--- config.mk ---
export PLATFORM = sky130hd
export DESIGN_NAME = calo_adc_bank_unpacker
export DESIGN_NICKNAME = d
export VERILOG_FILES = /design/src/design/cabu_pkg.sv /design/src/design/cabu_parser.sv /design/src/design/cabu_serial.sv /design/src/design/cabu_tagger.sv /design/src/design/calo_adc_bank_unpacker.sv
export VERILOG_INCLUDE_DIRS = /design/src /design/src/design
export SDC_FILE = /design/constraint.sdc
export NUM_CORES = 1
export LEC_CHECK = 0
export CAP_MARGIN = 20
export CORE_AREA = 2 2 197 141
export CTS_CLUSTER_DIAMETER = 120
export DETAILED_ROUTE_END_ITERATION = 6
export DIE_AREA = 0 0 199 143
export DONT_BUFFER_PORTS = 1
export PLACE_DENSITY_LB_ADDON = 0.1
export SYNTH_ARGS = -nofsm -noshare
export SYNTH_HDL_FRONTEND = slang
export SYNTH_SLANG_ARGS = --single-unit
export TNS_END_PERCENT = 10
--- constraint.sdc ---
create_clock -name clk_i -period 10.6 [get_ports clk_i]
set_input_delay 1.59 -clock clk_i [delete_from_list [all_inputs] [get_ports clk_i]]
set_output_delay 1.59 -clock clk_i [all_outputs]
set_load 0.03 [all_outputs]
--- src/design/calo_adc_bank_unpacker_macros.svh ---
// ----------------------------------------------------------------------------
// calo adc bank unpacker assertion macros
// shared concurrent check forms, clocked on clk_i and disabled in reset
// ----------------------------------------------------------------------------
`ifndef CALO_ADC_BANK_UNPACKER_MACROS_SVH
`define CALO_ADC_BANK_UNPACKER_MACROS_SVH

// same-cycle implication
`define CABU_ASSERT_IMP(lbl, a, b) \
  lbl: assert property (@(posedge clk_i) disable iff (!rst_ni) (a) |-> (b)) \
    else $error("cabu: same-cycle check failed");

// next-cycle implication
`define CABU_ASSERT_NXT(lbl, a, b) \
  lbl: assert property (@(posedge clk_i) disable iff (!rst_ni) (a) |=> (b)) \
    else $error("cabu: next-cycle check failed");

`endif

--- src/design/cabu_pkg.sv ---
// ----------------------------------------------------------------------------
// cabu_pkg
// types, codes and constants shared by the adc bank unpacker modules
// ----------------------------------------------------------------------------
package cabu_pkg;

  localparam int unsigned CABU_CHANNELS_PER_CARD = 32;

  // configuration register indexes
  localparam logic REG_BANK_FORMAT = 1'b0;
  localparam logic REG_SKIP_HDR    = 1'b1;

  // bank encodings
  localparam logic [1:0] FMT_NONE   = 2'd0;
  localparam logic [1:0] FMT_PLAIN  = 2'd1;
  localparam logic [1:0] FMT_PACKED = 2'd2;
  localparam logic [1:0] FMT_LIST   = 2'd3;

  localparam logic [1:0] FMT_RESET = FMT_PACKED;

  // word operations handed from parser to serial unit
  localparam logic [2:0] OP_NONE   = 3'd0;
  localparam logic [2:0] OP_HDR    = 3'd1;
  localparam logic [2:0] OP_PAT    = 3'd2;
  localparam logic [2:0] OP_STREAM = 3'd3;
  localparam logic [2:0] OP_ENTRY  = 3'd4;
  localparam logic [2:0] OP_ONE    = 3'd5;

  typedef struct packed {
    logic [31:0] data_word;
    logic        bank_start;
  } cabu_in_t;

  typedef struct packed {
    logic        [15:0] cell_or_channel;
    logic signed [15:0] adc_value;
    logic        [8:0]  card_code;
    logic        [8:0]  card_ctrl;
    logic               last_of_word;
  } cabu_res_t;

  typedef struct packed {
    logic       load;
    logic       clr;
    logic [2:0] op;
    logic [6:0] ent;
  } cabu_cmd_t;

  typedef struct packed {
    logic chan_full;
    logic part_zero;
    logic ent_zero;
    logic card_done;
  } cabu_stat_t;

  typedef struct packed {
    logic cand;
    logic word_end;
  } cabu_ev_t;

endpackage

--- src/design/cabu_parser.sv ---
// ----------------------------------------------------------------------------
// cabu_parser
// word-level bank parsing: phase, skipped words and card header fields
// ----------------------------------------------------------------------------
module cabu_parser (
  input  logic                clk_i,
  input  logic                rst_ni,
  input  logic                accept_i,
  input  cabu_pkg::cabu_in_t  in_i,
  input  logic [1:0]          fmt_i,
  input  logic                skip_hdr_i,
  input  cabu_pkg::cabu_stat_t stat_i,
  output cabu_pkg::cabu_cmd_t cmd_o,
  output logic [8:0]          code_o,
  output logic [8:0]          ctrl_o
);

  localparam logic [2:0] PH_START   = 3'd0;
  localparam logic [2:0] PH_HEADER  = 3'd1;
  localparam logic [2:0] PH_SKIP    = 3'd2;
  localparam logic [2:0] PH_PATTERN = 3'd3;
  localparam logic [2:0] PH_DATA    = 3'd4;

  logic [2:0] phase_q, phase_d;
  logic [5:0] skip_q, skip_d;
  logic [8:0] code_q, code_d;
  logic [8:0] ctrl_q, ctrl_d;

  logic [2:0]  ph;
  logic [5:0]  skip_e;
  logic [5:0]  skip_dec;
  logic        ent_z;
  logic        chan_full;
  logic        part_zero;
  logic        drop;
  logic        take_hdr;
  logic [7:0]  lt_sum;
  logic [5:0]  hdr_skip;
  logic [6:0]  hdr_ent;
  logic [31:0] w;

  assign w        = in_i.data_word;
  assign lt_sum   = {1'b0, w[6:0]} + 8'd3;
  assign hdr_skip = lt_sum[7:2];
  assign hdr_ent  = (fmt_i == cabu_pkg::FMT_LIST) ? w[13:7] : 7'd0;

  always_comb begin
    phase_d   = phase_q;
    skip_d    = skip_q;
    code_d    = code_q;
    ctrl_d    = ctrl_q;
    cmd_o     = '0;
    ph        = phase_q;
    skip_e    = skip_q;
    skip_dec  = skip_q;
    ent_z     = stat_i.ent_zero;
    chan_full = stat_i.chan_full;
    part_zero = stat_i.part_zero;
    drop      = 1'b0;
    take_hdr  = 1'b0;

    if (stat_i.card_done) begin
      phase_d = PH_HEADER;
    end

    if (accept_i) begin
      cmd_o.load = 1'b1;
      cmd_o.clr  = in_i.bank_start;
      if (in_i.bank_start) begin
        ph        = PH_START;
        skip_e    = 6'd0;
        code_d    = 9'd0;
        ctrl_d    = 9'd0;
        ent_z     = 1'b1;
        chan_full = 1'b0;
        part_zero = 1'b1;
      end
      if (ph == PH_START) begin
        ph   = PH_HEADER;
        drop = skip_hdr_i;
      end
      skip_d  = skip_e;
      phase_d = ph;

      if (!drop) begin
        case (fmt_i)
          cabu_pkg::FMT_PLAIN: begin
            cmd_o.op = cabu_pkg::OP_ONE;
            phase_d  = PH_HEADER;
          end
          cabu_pkg::FMT_PACKED, cabu_pkg::FMT_LIST: begin
            case (ph)
              PH_SKIP: begin
                skip_dec = (skip_e != 6'd0) ? skip_e - 6'd1 : skip_e;
                skip_d   = skip_dec;
                if (skip_dec == 6'd0) begin
                  if (fmt_i == cabu_pkg::FMT_PACKED) begin
                    phase_d = PH_PATTERN;
                  end else begin
                    phase_d = ent_z ? PH_HEADER : PH_DATA;
                  end
                end
              end
              PH_PATTERN: begin
                if (fmt_i == cabu_pkg::FMT_PACKED) begin
                  cmd_o.op = cabu_pkg::OP_PAT;
                  phase_d  = PH_DATA;
                end else if (!ent_z) begin
                  cmd_o.op = cabu_pkg::OP_ENTRY;
                end else begin
                  take_hdr = 1'b1;
                end
              end
              PH_DATA: begin
                if (fmt_i == cabu_pkg::FMT_PACKED) begin
                  if (chan_full && part_zero) begin
                    take_hdr = 1'b1;
                  end else begin
                    cmd_o.op = cabu_pkg::OP_STREAM;
                  end
                end else if (!ent_z) begin
                  cmd_o.op = cabu_pkg::OP_ENTRY;
                end else begin
                  take_hdr = 1'b1;
                end
              end
              default: begin
                take_hdr = 1'b1;
              end
            endcase
          end
          default: begin
          end
        endcase

        if (take_hdr) begin
          cmd_o.op  = cabu_pkg::OP_HDR;
          cmd_o.ent = hdr_ent;
          code_d    = w[22:14];
          ctrl_d    = w[31:23];
          skip_d    = hdr_skip;
          if (hdr_skip != 6'd0) begin
            phase_d = PH_SKIP;
          end else if (fmt_i == cabu_pkg::FMT_PACKED) begin
            phase_d = PH_PATTERN;
          end else begin
            phase_d = (hdr_ent != 7'd0) ? PH_DATA : PH_HEADER;
          end
        end
      end
    end
  end

  always_ff @(posedge clk_i or negedge rst_ni) begin
    if (!rst_ni) begin
      phase_q <= PH_START;
      skip_q  <= 6'd0;
      code_q  <= 9'd0;
      ctrl_q  <= 9'd0;
    end else begin
      phase_q <= phase_d;
      skip_q  <= skip_d;
      code_q  <= code_d;
      ctrl_q  <= ctrl_d;
    end
  end

  assign code_o = code_q;
  assign ctrl_o = ctrl_q;

endmodule

--- src/design/cabu_serial.sv ---
// ----------------------------------------------------------------------------
// cabu_serial
// digit-serial decoder: shifts a word out one nibble or entry per rdy_i cycle
// ----------------------------------------------------------------------------
module cabu_serial #(
  parameter int unsigned CHANNELS_PER_CARD = cabu_pkg::CABU_CHANNELS_PER_CARD
) (
  input  logic                 clk_i,
  input  logic                 rst_ni,
  input  cabu_pkg::cabu_cmd_t  cmd_i,
  input  logic [31:0]          word_i,
  input  logic [8:0]           code_i,
  input  logic [8:0]           ctrl_i,
  input  logic                 rdy_i,
  output cabu_pkg::cabu_ev_t   ev_o,
  output cabu_pkg::cabu_res_t  cand_o,
  output cabu_pkg::cabu_stat_t stat_o,
  output logic                 idle_o
);

  localparam logic [2:0] S_IDLE = 3'd0;
  localparam logic [2:0] S_NIB  = 3'd1;
  localparam logic [2:0] S_ENT  = 3'd2;
  localparam logic [2:0] S_ONE  = 3'd3;
  localparam logic [2:0] S_END  = 3'd4;

  localparam logic [1:0] KIND_ONE = 2'd0;
  localparam logic [1:0] KIND_NIB = 2'd1;
  localparam logic [1:0] KIND_ENT = 2'd2;

  localparam logic [5:0] ChanLimit = 6'(CHANNELS_PER_CARD);

  logic [2:0]  state_q, state_d;
  logic [1:0]  kind_q, kind_d;
  logic [31:0] word_q, word_d;
  logic [2:0]  dig_q, dig_d;
  logic [31:0] pat_q, pat_d;
  logic [5:0]  chan_q, chan_d;
  logic [6:0]  ent_q, ent_d;
  logic [7:0]  acc_q, acc_d;
  logic [1:0]  cnt_q, cnt_d;

  logic       chan_act;
  logic [3:0] nib;
  logic       long_bit;
  logic       done_chk;

  assign chan_act = chan_q < ChanLimit;
  assign nib      = word_q[3:0];
  assign long_bit = pat_q[chan_q[4:0]];

  always_comb begin
    case (kind_q)
      KIND_NIB: done_chk = !chan_act && (cnt_q == 2'd0);
      KIND_ENT: done_chk = (ent_q == 7'd0);
      default:  done_chk = 1'b0;
    endcase
  end

  assign stat_o.chan_full = !chan_act;
  assign stat_o.part_zero = (cnt_q == 2'd0);
  assign stat_o.ent_zero  = (ent_q == 7'd0);
  assign stat_o.card_done = (state_q == S_END) && rdy_i && done_chk;
  assign idle_o           = (state_q == S_IDLE);

  // result candidate for the current step
  always_comb begin
    cand_o                 = '0;
    cand_o.cell_or_channel = {10'd0, chan_q};
    cand_o.card_code       = code_i;
    cand_o.card_ctrl       = ctrl_i;
    case (state_q)
      S_NIB: begin
        if (long_bit) begin
          cand_o.adc_value = {4'd0, nib, acc_q} - 16'd256;
        end else begin
          cand_o.adc_value = {12'd0, nib} - 16'd8;
        end
      end
      S_ENT: begin
        cand_o.cell_or_channel = {10'd0, word_q[15:10]};
        cand_o.adc_value       = {6'd0, word_q[9:0]};
      end
      S_ONE: begin
        cand_o.cell_or_channel = word_q[31:16];
        cand_o.adc_value       = word_q[15:0];
        cand_o.card_code       = 9'd0;
        cand_o.card_ctrl       = 9'd0;
      end
      default: begin
      end
    endcase
  end

  always_comb begin
    state_d = state_q;
    kind_d  = kind_q;
    word_d  = word_q;
    dig_d   = dig_q;
    pat_d   = pat_q;
    chan_d  = chan_q;
    ent_d   = ent_q;
    acc_d   = acc_q;
    cnt_d   = cnt_q;
    ev_o    = '0;

    case (state_q)
      S_IDLE: begin
        if (cmd_i.load) begin
          if (cmd_i.clr) begin
            pat_d  = 32'd0;
            chan_d = 6'd0;
            ent_d  = 7'd0;
            acc_d  = 8'd0;
            cnt_d  = 2'd0;
          end
          case (cmd_i.op)
            cabu_pkg::OP_HDR: begin
              ent_d  = cmd_i.ent;
              chan_d = 6'd0;
              acc_d  = 8'd0;
              cnt_d  = 2'd0;
            end
            cabu_pkg::OP_PAT: begin
              pat_d  = word_i;
              chan_d = 6'd0;
              acc_d  = 8'd0;
              cnt_d  = 2'd0;
            end
            cabu_pkg::OP_STREAM: begin
              word_d  = word_i;
              dig_d   = 3'd0;
              kind_d  = KIND_NIB;
              state_d = S_NIB;
            end
            cabu_pkg::OP_ENTRY: begin
              word_d  = word_i;
              dig_d   = 3'd0;
              kind_d  = KIND_ENT;
              state_d = S_ENT;
            end
            cabu_pkg::OP_ONE: begin
              word_d  = word_i;
              kind_d  = KIND_ONE;
              state_d = S_ONE;
            end
            default: begin
            end
          endcase
        end
      end
      S_NIB: begin
        if (rdy_i) begin
          if (chan_act) begin
            if (long_bit) begin
              if (cnt_q == 2'd2) begin
                ev_o.cand = 1'b1;
                chan_d    = chan_q + 6'd1;
                cnt_d     = 2'd0;
                acc_d     = 8'd0;
              end else begin
                if (cnt_q == 2'd0) begin
                  acc_d[3:0] = nib;
                end else begin
                  acc_d[7:4] = nib;
                end
                cnt_d = cnt_q + 2'd1;
              end
            end else begin
              ev_o.cand = 1'b1;
              chan_d    = chan_q + 6'd1;
            end
          end
          word_d = word_q >> 4;
          dig_d  = dig_q + 3'd1;
          if (!chan_act || dig_q == 3'd7) begin
            state_d = S_END;
          end
        end
      end
      S_ENT: begin
        if (rdy_i) begin
          ev_o.cand = 1'b1;
          ent_d     = ent_q - 7'd1;
          word_d    = word_q >> 16;
          dig_d     = dig_q + 3'd1;
          if (dig_q[0] || ent_q == 7'd1) begin
            state_d = S_END;
          end
        end
      end
      S_ONE: begin
        if (rdy_i) begin
          ev_o.cand = 1'b1;
          state_d   = S_END;
        end
      end
      S_END: begin
        if (rdy_i) begin
          ev_o.word_end = 1'b1;
          state_d       = S_IDLE;
        end
      end
      default: begin
        state_d = S_IDLE;
      end
    endcase
  end

  always_ff @(posedge clk_i or negedge rst_ni) begin
    if (!rst_ni) begin
      state_q <= S_IDLE;
      kind_q  <= KIND_ONE;
      dig_q   <= 3'd0;
      pat_q   <= 32'd0;
      chan_q  <= 6'd0;
      ent_q   <= 7'd0;
      acc_q   <= 8'd0;
      cnt_q   <= 2'd0;
    end else begin
      state_q <= state_d;
      kind_q  <= kind_d;
      dig_q   <= dig_d;
      pat_q   <= pat_d;
      chan_q  <= chan_d;
      ent_q   <= ent_d;
      acc_q   <= acc_d;
      cnt_q   <= cnt_d;
    end
  end

  always_ff @(posedge clk_i) begin
    word_q <= word_d;
  end

endmodule

--- src/design/cabu_tagger.sv ---
// ----------------------------------------------------------------------------
// cabu_tagger
// holds one result back to mark the last of each word, then output register
// ----------------------------------------------------------------------------
module cabu_tagger (
  input  logic                clk_i,
  input  logic                rst_ni,
  input  cabu_pkg::cabu_ev_t  ev_i,
  input  cabu_pkg::cabu_res_t cand_i,
  output logic                rdy_o,
  output logic                pend_o,
  output logic                out_valid_o,
  input  logic                out_ready_i,
  output cabu_pkg::cabu_res_t out_data_o
);

  cabu_pkg::cabu_res_t pend_q, pend_d;
  logic                pend_v_q, pend_v_d;
  cabu_pkg::cabu_res_t out_q, out_d;
  logic                out_v_q, out_v_d;

  logic out_free;
  logic push;

  assign out_free = !out_v_q || out_ready_i;
  assign rdy_o    = !pend_v_q || out_free;
  assign push     = rdy_o && pend_v_q && (ev_i.cand || ev_i.word_end);

  always_comb begin
    pend_d   = pend_q;
    pend_v_d = pend_v_q;
    out_d    = out_q;
    out_v_d  = out_v_q;

    if (rdy_o && ev_i.cand) begin
      pend_d   = cand_i;
      pend_v_d = 1'b1;
    end else if (rdy_o && ev_i.word_end) begin
      pend_v_d = 1'b0;
    end

    if (push) begin
      out_d              = pend_q;
      out_d.last_of_word = ev_i.word_end;
      out_v_d            = 1'b1;
    end else if (out_ready_i) begin
      out_v_d = 1'b0;
    end
  end

  always_ff @(posedge clk_i or negedge rst_ni) begin
    if (!rst_ni) begin
      pend_v_q <= 1'b0;
      out_v_q  <= 1'b0;
    end else begin
      pend_v_q <= pend_v_d;
      out_v_q  <= out_v_d;
    end
  end

  always_ff @(posedge clk_i) begin
    pend_q <= pend_d;
    out_q  <= out_d;
  end

  assign pend_o      = pend_v_q;
  assign out_valid_o = out_v_q;
  assign out_data_o  = out_q;

endmodule

--- src/design/calo_adc_bank_unpacker.sv ---
// ----------------------------------------------------------------------------
// calo_adc_bank_unpacker
// unpacks calorimeter readout bank words into one beat per adc value
// ----------------------------------------------------------------------------
// A word is taken only while the nibble shifter is idle. Header, skipped
// trigger and pattern words leave it idle. A plain-format word passes load,
// one result and word close, a list-format word gives up to two entries
// (one entry per cycle) and a compressed data word leaves the shift register
// one nibble per cycle, at most eight nibbles, a long value being built over
// three of them; both rates hold only while the output takes results. Each
// result beat is held back one step so that the last beat of a word carries
// last_of_word; a stalled output holds the shifter, but the next word is
// still taken while a finished beat waits in the output register.
`include "calo_adc_bank_unpacker_macros.svh"

module calo_adc_bank_unpacker #(
  parameter int unsigned CHANNELS_PER_CARD = cabu_pkg::CABU_CHANNELS_PER_CARD
) (
  input  logic                clk_i,
  input  logic                rst_ni,
  input  logic                cfg_we_i,
  input  logic                cfg_idx_i,
  input  logic [1:0]          cfg_wdata_i,
  input  logic                in_valid_i,
  output logic                in_ready_o,
  input  cabu_pkg::cabu_in_t  in_data_i,
  output logic                out_valid_o,
  input  logic                out_ready_i,
  output cabu_pkg::cabu_res_t out_data_o
);

  logic [1:0] fmt_q;
  logic       skip_hdr_q;

  logic                 in_acc;
  logic                 ser_idle;
  logic                 tag_rdy;
  logic                 tag_pend;
  cabu_pkg::cabu_cmd_t  cmd;
  cabu_pkg::cabu_stat_t stat;
  cabu_pkg::cabu_ev_t   ev;
  cabu_pkg::cabu_res_t  cand;
  logic [8:0]           code;
  logic [8:0]           ctrl;

  always_ff @(posedge clk_i or negedge rst_ni) begin
    if (!rst_ni) begin
      fmt_q      <= cabu_pkg::FMT_RESET;
      skip_hdr_q <= 1'b0;
    end else if (cfg_we_i) begin
      case (cfg_idx_i)
        cabu_pkg::REG_BANK_FORMAT: fmt_q      <= cfg_wdata_i;
        cabu_pkg::REG_SKIP_HDR:    skip_hdr_q <= cfg_wdata_i[0];
        default: begin
        end
      endcase
    end
  end

  assign in_ready_o = ser_idle;
  assign in_acc     = in_valid_i && in_ready_o;

  cabu_parser u_parser (
    .clk_i      (clk_i),
    .rst_ni     (rst_ni),
    .accept_i   (in_acc),
    .in_i       (in_data_i),
    .fmt_i      (fmt_q),
    .skip_hdr_i (skip_hdr_q),
    .stat_i     (stat),
    .cmd_o      (cmd),
    .code_o     (code),
    .ctrl_o     (ctrl)
  );

  cabu_serial #(
    .CHANNELS_PER_CARD (CHANNELS_PER_CARD)
  ) u_serial (
    .clk_i  (clk_i),
    .rst_ni (rst_ni),
    .cmd_i  (cmd),
    .word_i (in_data_i.data_word),
    .code_i (code),
    .ctrl_i (ctrl),
    .rdy_i  (tag_rdy),
    .ev_o   (ev),
    .cand_o (cand),
    .stat_o (stat),
    .idle_o (ser_idle)
  );

  cabu_tagger u_tagger (
    .clk_i       (clk_i),
    .rst_ni      (rst_ni),
    .ev_i        (ev),
    .cand_i      (cand),
    .rdy_o       (tag_rdy),
    .pend_o      (tag_pend),
    .out_valid_o (out_valid_o),
    .out_ready_i (out_ready_i),
    .out_data_o  (out_data_o)
  );

  // every beat of a word has left the hold stage once the shifter is idle
  `CABU_ASSERT_IMP(a_idle_no_pend, ser_idle, !tag_pend)
  // a step either carries a result or closes the word, never both
  `CABU_ASSERT_IMP(a_ev_excl, ev.cand || ev.word_end, !(ev.cand && ev.word_end))
  // a word under an unsupported format starts no serial work
  `CABU_ASSERT_NXT(a_nofmt_idle, in_acc && fmt_q == cabu_pkg::FMT_NONE, in_ready_o)

endmodule
# == After elaboration in Yosys (flattened, before gate mapping) ==
# Cells that the tools add are included.
# op_classes
addsub,8
n_reduce_logical,52
n_lt_le_gt_ge,2
n_mux,125
bitwise,1
n_eq_ne,38
# op_table
cell,n
32-bit two-way mux,6
32-bit case mux with 3 select lines,1
3-bit two-way mux,28
6-bit two-way mux,14
8-bit two-way mux,7
9-bit two-way mux,6
16-bit case mux with 3 select lines,1
7-bit two-way mux,5
16-bit case mux with 2 select lines,1
3-bit case mux with 2 select lines,5
1-bit two-way mux,26
10-bit two-way mux,2
2-bit by 1-bit inequality test with 1-bit output (second input constant),10
3-bit by 2-bit == test with 1-bit output (second input constant),6
16-bit two-way mux,1
2-bit two-way mux,8
8-bit case mux with 2 select lines,1
3-bit == test (second input constant),5
3-bit case mux with 5 select lines,1
7-bit case mux with 2 select lines,1
7-bit AND reduction,2
2-bit nonzero test,7
12-bit by 9-bit subtractor with 13-bit output (second input constant),1
12-bit two-way mux,1
45 further kinds,80
# totals
word_cells,253
regBits,228
in_bits,41

# == Logic depth before layout (Yosys ltp) ==
# Gate-level depths: netlist of the first run.
# depth
word_depth,19
depth_mapped,11
mapped_depth_nobuf,9

# == Cells and area by module ==
# From an unflattened synthesis of the first run, not the netlist that was laid out.
# unflattened
cells_unflattened,835
area_unflattened_um2,10531.4
# modules_own_cells
mod,cells_per_inst,area_each_um2,n_inst
cabu_serial,528,5316.3,1
cabu_tagger,113,3160.5,1
cabu_parser,185,1906.8,1
calo_adc_bank_unpacker,9,147.6,1

# == Worst setup path after synthesis of the first run ==
# OpenSTA, ideal clock, no wires.
# synth_path
path_type,register -> register
from,reg u_serial.chan_q[0]
to,reg u_tagger.pend_q[10] (netlist name) (enable)
required_time_ns,10.126
arrival_ns,4.776
stages_incl_launch_ff,10
n_path_buf,3
slack_ns,5.350
setup_time_ns,0.474
cell_sequence,dfrtp_1 > buf_6 > mux4_1 > and3b_1 > or4_1 > clkbuf_2 > and2_1 > buf_6 > a211o_1 > a21oi_1
# synth_between
elab_chain_len,7
# synth_rtl
element,line,source
from (decl),cabu_serial.sv:38,"logic [5:0] chan_q, chan_d;"
from (signal assigned),cabu_serial.sv:225,chan_q <= chan_d;
1-bit binary-select mux with 5-bit select,cabu_serial.sv:50,assign long_bit = pat_q[chan_q[4:0]];
1-bit two-way mux (implied by the code),cabu_serial.sv:50,
1-bit two-way mux,cabu_serial.sv:155,if (long_bit) begin
1-bit two-way mux *,cabu_serial.sv:154,if (chan_act) begin
1-bit two-way mux *,cabu_serial.sv:153,if (rdy_i) begin
1-bit case mux with 2 select lines *,cabu_serial.sv:107,case (state_q)
1-bit logical AND *,cabu_tagger.sv:35,if (rdy_o && ev_i.cand) begin
to (signal assigned),cabu_tagger.sv:62,pend_q <= pend_d;
to (decl),cabu_tagger.sv:17,"cabu_pkg::cabu_res_t pend_q, pend_d;"
# Mark *: on every way between the ends. The rest lies on a longest branch, timed or not. The select of a mux whose other input is x is not followed.
# A chain may end at the register's enable or synchronous reset.

# == Worst setup path after layout of the first run ==
# layout_path
from,reg u_serial.state_q[0]
to,out in_ready_o
# layout_between
elab_chain_len,1
# layout_rtl
element,line,source
from (decl),cabu_serial.sv:33,"logic [2:0] state_q, state_d;"
from (signal assigned),cabu_serial.sv:221,state_q <= state_d;
3-bit logical NOT,cabu_serial.sv:64,assign idle_o = (state_q == S_IDLE);
to (decl),calo_adc_bank_unpacker.sv:25,"output logic in_ready_o,"
# No other way between the ends.

==> results of run 1 <==
## state kept, by name, indices dropped and copies added, names as in the netlist, 7 cells and up
| signal | count |
|---|---|
| u_tagger.out_data_o | 51 |
| u_tagger.pend_q | 50 |
| u_serial.pat_q | 32 |
| u_serial.word_q | 32 |
| u_parser.code_o | 9 |
| u_parser.ctrl_o | 9 |
| u_serial.acc_q | 8 |
| u_serial.ent_q | 7 |
## synthesized netlist by cell type (all sizes together), types with 17 or more instances
cell type / instances / area [um2]
nand2: 148 / 555.5
edfxtp: 133 / 3994
dfrtp: 94 / 2352
o21ai: 59 / 295.3
clkbuf: 46 / 173.9
a22o: 41 / 359.1
nor2: 37 / 138.9
nor2b: 31 / 193.9
a21oi: 24 / 120.1
nand3: 24 / 120.1
and2: 18 / 112.6
a22oi: 17 / 127.6
## cell families after synthesis
group | Yosys count | synth area share, %
compound gates | 231 | 15.65
fa+ha+maj | 10 | 1.196
simple gates | 326 | 15.27
mux | 29 | 3.718
xor+xnor | 5 | 0.4185
buf+inv | 72 | 2.857
flops | 228 | 60.89
## per-stage QoR
stage	utilization, %	power [uW]	setup slack [ps]
5_1_grt	44.28	3757	6367
4_1_cts	44.12	3585	6561
2_1_floorplan	-	2361	5350
3_3_place_gp	40.84	2633	6229
6_report	44.28	3564	6572
3_5_place_dp	40.84	2649	6228
## area by class of cell
class | instances | area, um2 | share of cell area, %
multi-input cells | 601 | 3834 | 32.71
clock buffers | 25 | 625.6 | 5.338
clock inverters | 20 | 242.7 | 2.071
inverters | 17 | 63.81 | 0.5445
flip-flops and latches | 228 | 6372 | 54.38
repair buffers | 13 | 125.1 | 1.068
well taps | 364 | 455.4 | 3.886
## how the worst max path moves through the flow
stage	cells after the start	to
6_report	2	in_ready_o
4_1_cts	8	u_tagger.pend_q[8]$_SDFFCE_PN0P_
3_5_place_dp	8	u_serial.word_q[18]$_DFFE_PP_
2_1_floorplan	9	u_tagger.pend_q[10]$_SDFFCE_PN0P_
5_1_grt	7	u_serial.ent_q[3]$_DFFE_PN0P_
3_3_place_gp	8	u_serial.word_q[18]$_DFFE_PP_
## report_power, final
part,switching (uW),internal [uW],total [uW]
clock,364,557,920
sequential,370,1370,1740
combinational,584,318,902
total,1320,2250,3560
## layer usage
layer | share of wire, % | up-vias | track usage (%)
met5 | 0 | - | 0
met4 | 2.1 | 0 | 4.831
met3 | 6.1 | 35 | 4.062
met2 | 42 | 212 | 27.60
met1 | 50 | 3595 | 30.37
li1 | - | 3324 | -
==> summary.md, run 1 <==
| Metric | Value |
|---|---|
| Final nets | 937 |
| # rows | 50 |
| DRC Markers | 0 |
| TritonCTS Sinks | 228 |
| Die H | 143 um |
| Max-cap viol count | 0 |
| Mapped Area | 10,470 um2 |
| Buffer and inverter count on the worst path | 1 |
| Worst-margin pin slew | 1006 ps |
| Critical Path Source Type | flip-flop |
| RSZ-0062 raised after global routing | false |
| Critical path's top delay family | flip-flops |
| Final Non-Filler Cells | 1,268 |
| Tcrit/Tclk final | 38.00% |
| Filler instances | approximately 2,500 |
| Reg2reg start | u_serial.chan_q[0]$_DFFE_PN0P_ |
| Placed insts | around 1,200 |
| Ys flop type | edfxtp_1 |
| Worst Clk Skew | 9.568 ps |
| #FFs+latches synth | 228 |
| Final setup vio count | 0 |
| HP Start | u_tagger.pend_q[38]$_DFFE_PP_ |
| Register area share after synthesis | 60.89% |
| Syn-to-layout area delta | 11.98% |
| Worst stage delay on the critical path | just over 1000 ps |
| Die Footprint | approximately 28,000 um2 |
| # diodes | 0 |
| Pins Over Slew Limit | 0 |
| WHS Path Cells | 0 |
| Post-CTS setup buffer count | 0 |
| Cells after Synth | 901 |
| I/O pin cnt | 94 |
| Distinct cell type count after synthesis | between 70 and 80 |
| DRT antenna net count | 0 |
| Synth Warn # | 0 |
| Commonest non-fill, non-tap cell in the layout | nand2_1 |
| Worst VDD drop | 0.0001240 V |
| Worst Hold Class | reg2reg |
| Crit path DAT | about 2400 ps |
| Largest net degree at the start of global routing | 96 |
| Clock latency on the worst-skew pair | 530 ps |
| HPWL after DPL | a little under 20 mm |
| CP startpoint | u_serial.state_q[0]$_DFFE_PN0P_ |
| Post-CTS Resized | 0 |
| Fmax achieved | 248.2 MHz |
| WP data required | 9010 ps |
| CORE AREA | about 26,000 um2 |
| Critical path type | reg2out |
| Max_slew headroom | 32.92% |
| Global-route wire length before repair | 42.28 mm |
| IO buf count | 0 |
| Clock Path Buffers | 3 |
| WL final | about 27 mm |
| Final TNS setup | 0 ps |
| Global Route Usage Sum | 19.56% |
| Initial Util | 39.55% |
| Placed inst area | between 10,000 and 15,000 um2 |
| Remaining Overflow, GRT | 0 |
| Vias | 7,166 |
| Clk pin slew, worst setup/hold paths | 60 ps |
| Final GP Congestion | 0.8483 |
| CTS tree | done |
| Most frequent cells in the layout | nand2_1 (148), edfxtp_1 (133), dfrtp_1 (94), o21ai_0 (59), a22o_1 (41) |
| Routed vias/inst | 5.651 |
| Async S/R FF share, synth | 41.67% |
| Element type at the critical path end | output pin |
| Final Hold Viols | 0 |
| DRT iter0 DRCs | 524 |
| Number of synthesized flops with an enable pin | 133 |
| # hold bufs at CTS | 0 |
| Final instance area | between 10,000 and 15,000 um2 |
| H-tree depth | 1 |
| Drt pass-1 iters | 5 |
| Wire per inst | about 22 um |
| Vias in the first global route | 6,970 |
| Pleak | ~0.0045 uW |
| Initial antenna violation count | 0 |
| Slowest CP cell | dfrtp_1 |
| CP max FO | 23 |
| Synth Net Count | 952 |
| Syn_area_per_cell | 11.61 um2 |
| Clk Tree Root Cell | clkbuf_16 |
| Hold path endpoint | u_tagger.out_data_o[38]$_DFFE_PP_ |
| Worst Reg-to-Reg Cells | 8 |
| Crit path time final | 4028 ps |
| Share of cells above drive strength 1 | 9.956% |
| Worst R2R End | u_tagger.pend_q[2]$_SDFFCE_PN0P_ |
| Status | completed |
| Crit-path cells | or3_1, clkinv_1 |
| Chip Width | 199 um |
| Smallest hold slack | 417.1 ps |
| PD cells | 304.1 nW/um2 |
| TritonCTS Buffers | 25 |
| Worst reg2reg setup slack | between 6000 and 7000 ps |
(Power assumes the default switching activity.)
==> run 2, diff against run 1 <==
--- a/config.mk
+++ b/config.mk
@@ -6,11 +6,12 @@
 export SDC_FILE = /design/constraint.sdc
 export NUM_CORES = 1
 export LEC_CHECK = 0
+export ABC_AREA = 1
 export CAP_MARGIN = 20
-export CORE_AREA = 2 2 197 141
+export CORE_AREA = 2 2 201 143
 export CTS_CLUSTER_DIAMETER = 120
 export DETAILED_ROUTE_END_ITERATION = 6
-export DIE_AREA = 0 0 199 143
+export DIE_AREA = 0 0 203 145
 export DONT_BUFFER_PORTS = 1
 export PLACE_DENSITY_LB_ADDON = 0.1
 export SYNTH_ARGS = -nofsm -noshare
==> constraint.sdc (replaced) <==
create_clock -name clk_i -period 3.85 [get_ports clk_i]
set_input_delay 0.5775 -clock clk_i [delete_from_list [all_inputs] [get_ports clk_i]]
set_output_delay 0.5775 -clock clk_i [all_outputs]
set_load 0.03 [all_outputs]
==> run 2 against run 1 <==
Clock-buffer cell count grew 5. Register-to-register slack lost 5700 ps. Global-route usage grew 0.16 points. Utilization shrank 0.10 points. Via count grew 11%. Cell area grew 3.7%. Combinational power grew to 3.7 times the previous value. Sequential share of layout area shrank 1.9 points. Total power grew to 3.0 times the previous value. Hold slack lost 290 ps. Critical path type is now reg2reg. Largest power group unchanged.
==> summary.md, run 2 <==
| Metric | Value |
|---|---|
| Worst-margin pin slew | 778.6 ps |
| Number of synthesized flops with an enable pin | between 100 and 150 |
| Post-CTS setup buffer count | 0 |
| Worst stage delay on the critical path | 410 ps |
| Max reg flops | 51 |
| Initial Util | 39.53% |
| Final nets | 1,181 |
| Status | completed |
| DRC Markers | 0 |
| IO buf count | 0 |
| Synth Area in XOR/XNOR | 0.4834% |
| Mapped Area | 10,870 um2 |
| Sequential cell area | 6372 um2 |
| TritonCTS Sinks | 228 |
| Element type at the critical path end | flip-flop |
| Final TNS setup | 0 ps |
| H-tree depth | 1 |
| CORE AREA | 27,500 um2 |
| Synth top area share | 36.74% |
| Final GP Congestion | 0.8997 |
| Clock latency on the worst-skew pair | 550 ps |
| Ys flop type | edfxtp_1 |
| Reg power frac | between 40 and 50% |
| Post-synthesis mux area share | 0% |
| Drt pass-1 iters | 6 |
| PD cells | about 900 nW/um2 |
| Synth Area in Simple Gates | 16.83% |
| Die Footprint | between 20,000 and 30,000 um2 |
| Crit path top cell by count | inv_2 |
| Largest net degree at the start of global routing | 96 |
| Synth Warn # | 0 |
| Tcrit/Tclk final | roughly 78% |
| Crit path time final | 2995 ps |
| Share of cells above drive strength 1 | 8.964% |
| Critical Path Source Type | flip-flop |
| Pins Over Slew Limit | 0 |
| Area taken by multi-input logic gates | 3533 um2 |
| Post-synth top cells | nand2_1 (192), inv_1 (179), edfxtp_1 (133) |
| I/O pin cnt | 94 |
| DRT antenna net count | 0 |
| Final Hold Viols | 0 |
| Async S/R FF share, synth | a little over two fifths |
| Commonest non-fill, non-tap cell in the layout | nand2_1 |
| Clock Path Buffers | 3 |
| Max-cap viol count | 0 |
| Met3 Routed Length | around 1.8 mm |
| Worst slack, placed | 861.3 ps |
| Top sig layer | met4 |
| CP max FO | 32 |
| HPWL after DPL | 20.82 mm |
| Initial antenna violation count | 1 |
| Core Util, Final | about 44% |
| Met1 WL | 14.48 mm |
| Die H | 145 um |
| Sw Share | 39.68% |
| WP data required | 4040 ps |
| Most instantiated library cell after synthesis | nand2_1 |
| Most frequent cells in the layout | nand2_1 (192), inv_1 (177), edfxtp_1 (133), o21ai_0 (96), nor2_1 (95) |
| Global-route wire length before repair | roughly 45 mm |
| Critical path type | reg2reg |
| Met2 WL | between 10 and 15 mm |
| Vias in the first global route | 7,583 |
| Cells after Synth | approximately 1,100 |
| Internal power | 6405 uW |
| Clock power share | 24.7% |
| RSZ-0062 raised after global routing | false |
| WL final | 28.68 mm |
| Chip Width | 203 um |
| Post-CTS Resized | 0 |
| Syn-to-layout area delta | 11.76% |
| Largest family of logic cells by synthesized area | simple AND/OR/NAND/NOR gates |
| Logic pwr share | about a third |
| Slowest CP cell | dfrtp_1 |
| Filler instances | 2,669 |
| CTS tree | done |
| Synth Area in Adders | 1.151% |
| Worst Hold Class | in2reg |
| Worst Clk Skew | 13.22 ps |
| Fmax achieved | 333.9 MHz |
| NetSw | 4214 uW |
| Distinct cell type count after synthesis | 45 |
| # hold bufs at CTS | 2 |
| Top cell type by total area after synthesis | edfxtp_1 |
| Clk Tree Root Cell | clkbuf_16 |
| Synth Net Count | ~1,200 |
| Global Route Usage Sum | 19.72% |
| Routed vias/inst | 5.237 |
| Crit-path cells | inv_1, nor2_1, inv_2, nor2_1, buf_4, inv_2, nand2_1, inv_2, a211oi_2, nand2_1, inv_1, buf_4 |
| Syn_area_per_cell | 9.612 um2 |
| Ranking of synthesized cells by area | edfxtp_1 (37%), dfrtp_1 (22%), nand2_1 (6.6%) |
| Compound-Gate Fraction of Synth Area | between 10% and 20% |
| Clk pin slew, worst setup/hold paths | 60 ps |
| Worst VDD drop | approximately 0.00045 V |
| # rows | 51 |
| Remaining Overflow, GRT | 0 |
| TritonCTS Buffers | 25 |
| Final setup vio count | 0 |
| #FFs+latches synth | 228 |
| Final critical-path setup slack | 855.4 ps |
| Pleak | 0.005170 uW |
| Max_slew headroom | 48.04% |
| Crit path DAT | 3190 ps |
| Register area share after synthesis | 58.61% |
| Vias | 7,965 |
| Wire per inst | 18.86 um |
| Smallest hold slack | 124.7 ps |
| DRT iter0 DRCs | 723 |
## run 2: cell types whose count changed after synthesis, sizes merged, moves of 18 or more
cell / delta
and2: -18
nor2: +63
nand3: +38
o211ai: +24
inv: +175
o22ai: +39
o21ai: +52
a22o: -41
nor2b: -31
clkbuf: -27
nand2: +56
## run 2: routing by layer
metal  vias to the layer above  global-route usage [%]
li1                       3846                       -
met1                      3871                   30.97
met2                       210                   27.41
met3                        38                   4.605
met4                         0                   4.051
met5                         -                       0
## run 2: final timing paths
kind                                                       from                           endpoint  slack (ps)  depth (start not counted)
max in group asynchronous                                rst_ni     u_parser.code_o[4]$_DFFE_PN0P_        2820                          2
min in group asynchronous                                rst_ni        u_tagger.pend_o$_DFFE_PN0P_         620                          2
worst max-delay path            u_serial.state_q[1]$_DFFE_PN0P_      u_serial.word_q[27]$_DFFE_PP_         860                         12
worst max register to register  u_serial.state_q[1]$_DFFE_PN0P_      u_serial.word_q[27]$_DFFE_PP_         860                         12
worst min-delay path                                   cfg_we_i             skip_hdr_q$_DFFE_PN0P_         120                          1
worst min register to register    u_tagger.pend_q[21]$_DFFE_PP_  u_tagger.out_data_o[21]$_DFFE_PP_         410                          0
## run 2: final cells by class
class                           count  share of cell area [%]
Sequential cell                   228                   52.45
Multi-Input combinational cell    669                   29.08
Inverter                          191                   5.942
Clock buffer                       30                   5.386
Tap cell                          371                   3.820
Clock inverter                     16                   1.987
Timing Repair Buffer               15                   1.318
Antenna cell                        1                 0.02060
## run 2: kinds of logic (layout without fill, tap and decap cells)
family          Yosys count  after routing
simple gates            407            407
other cells               0              1
flops                   228            228
xor+xnor                  6              6
buf+inv                 234            252
fa+ha+maj                10             10
compound gates          246            246
## run 2: stage by stage
step | cell area [um2] | cells | total power [uW]
after floorplan | 10870 | 1131 | 7051
after global placement | 11210 | 1472 | 7997
after detailed placement | 11210 | 1472 | 8002
after CTS | 12150 | 1520 | 10680
after global routing | 12150 | 1521 | 11310
final | 12150 | 1521 | 10620
## run 2: power groups by stage
stage	clock network, uW	registers (uW)	logic, uW
5_1_grt	2780	4760	3770
3_5_place_dp	0	4700	3300
4_1_cts	2680	4660	3340
3_3_place_gp	0	4700	3300
2_1_floorplan	0	4580	2470
6_report	2620	4660	3340
## run 2: worst max-delay path: cells and delay by family (launching register included)
family	cells	cell delay [ps]
buf+inv	7	1270
flops	1	410
compound gates	1	370
simple gates	4	550
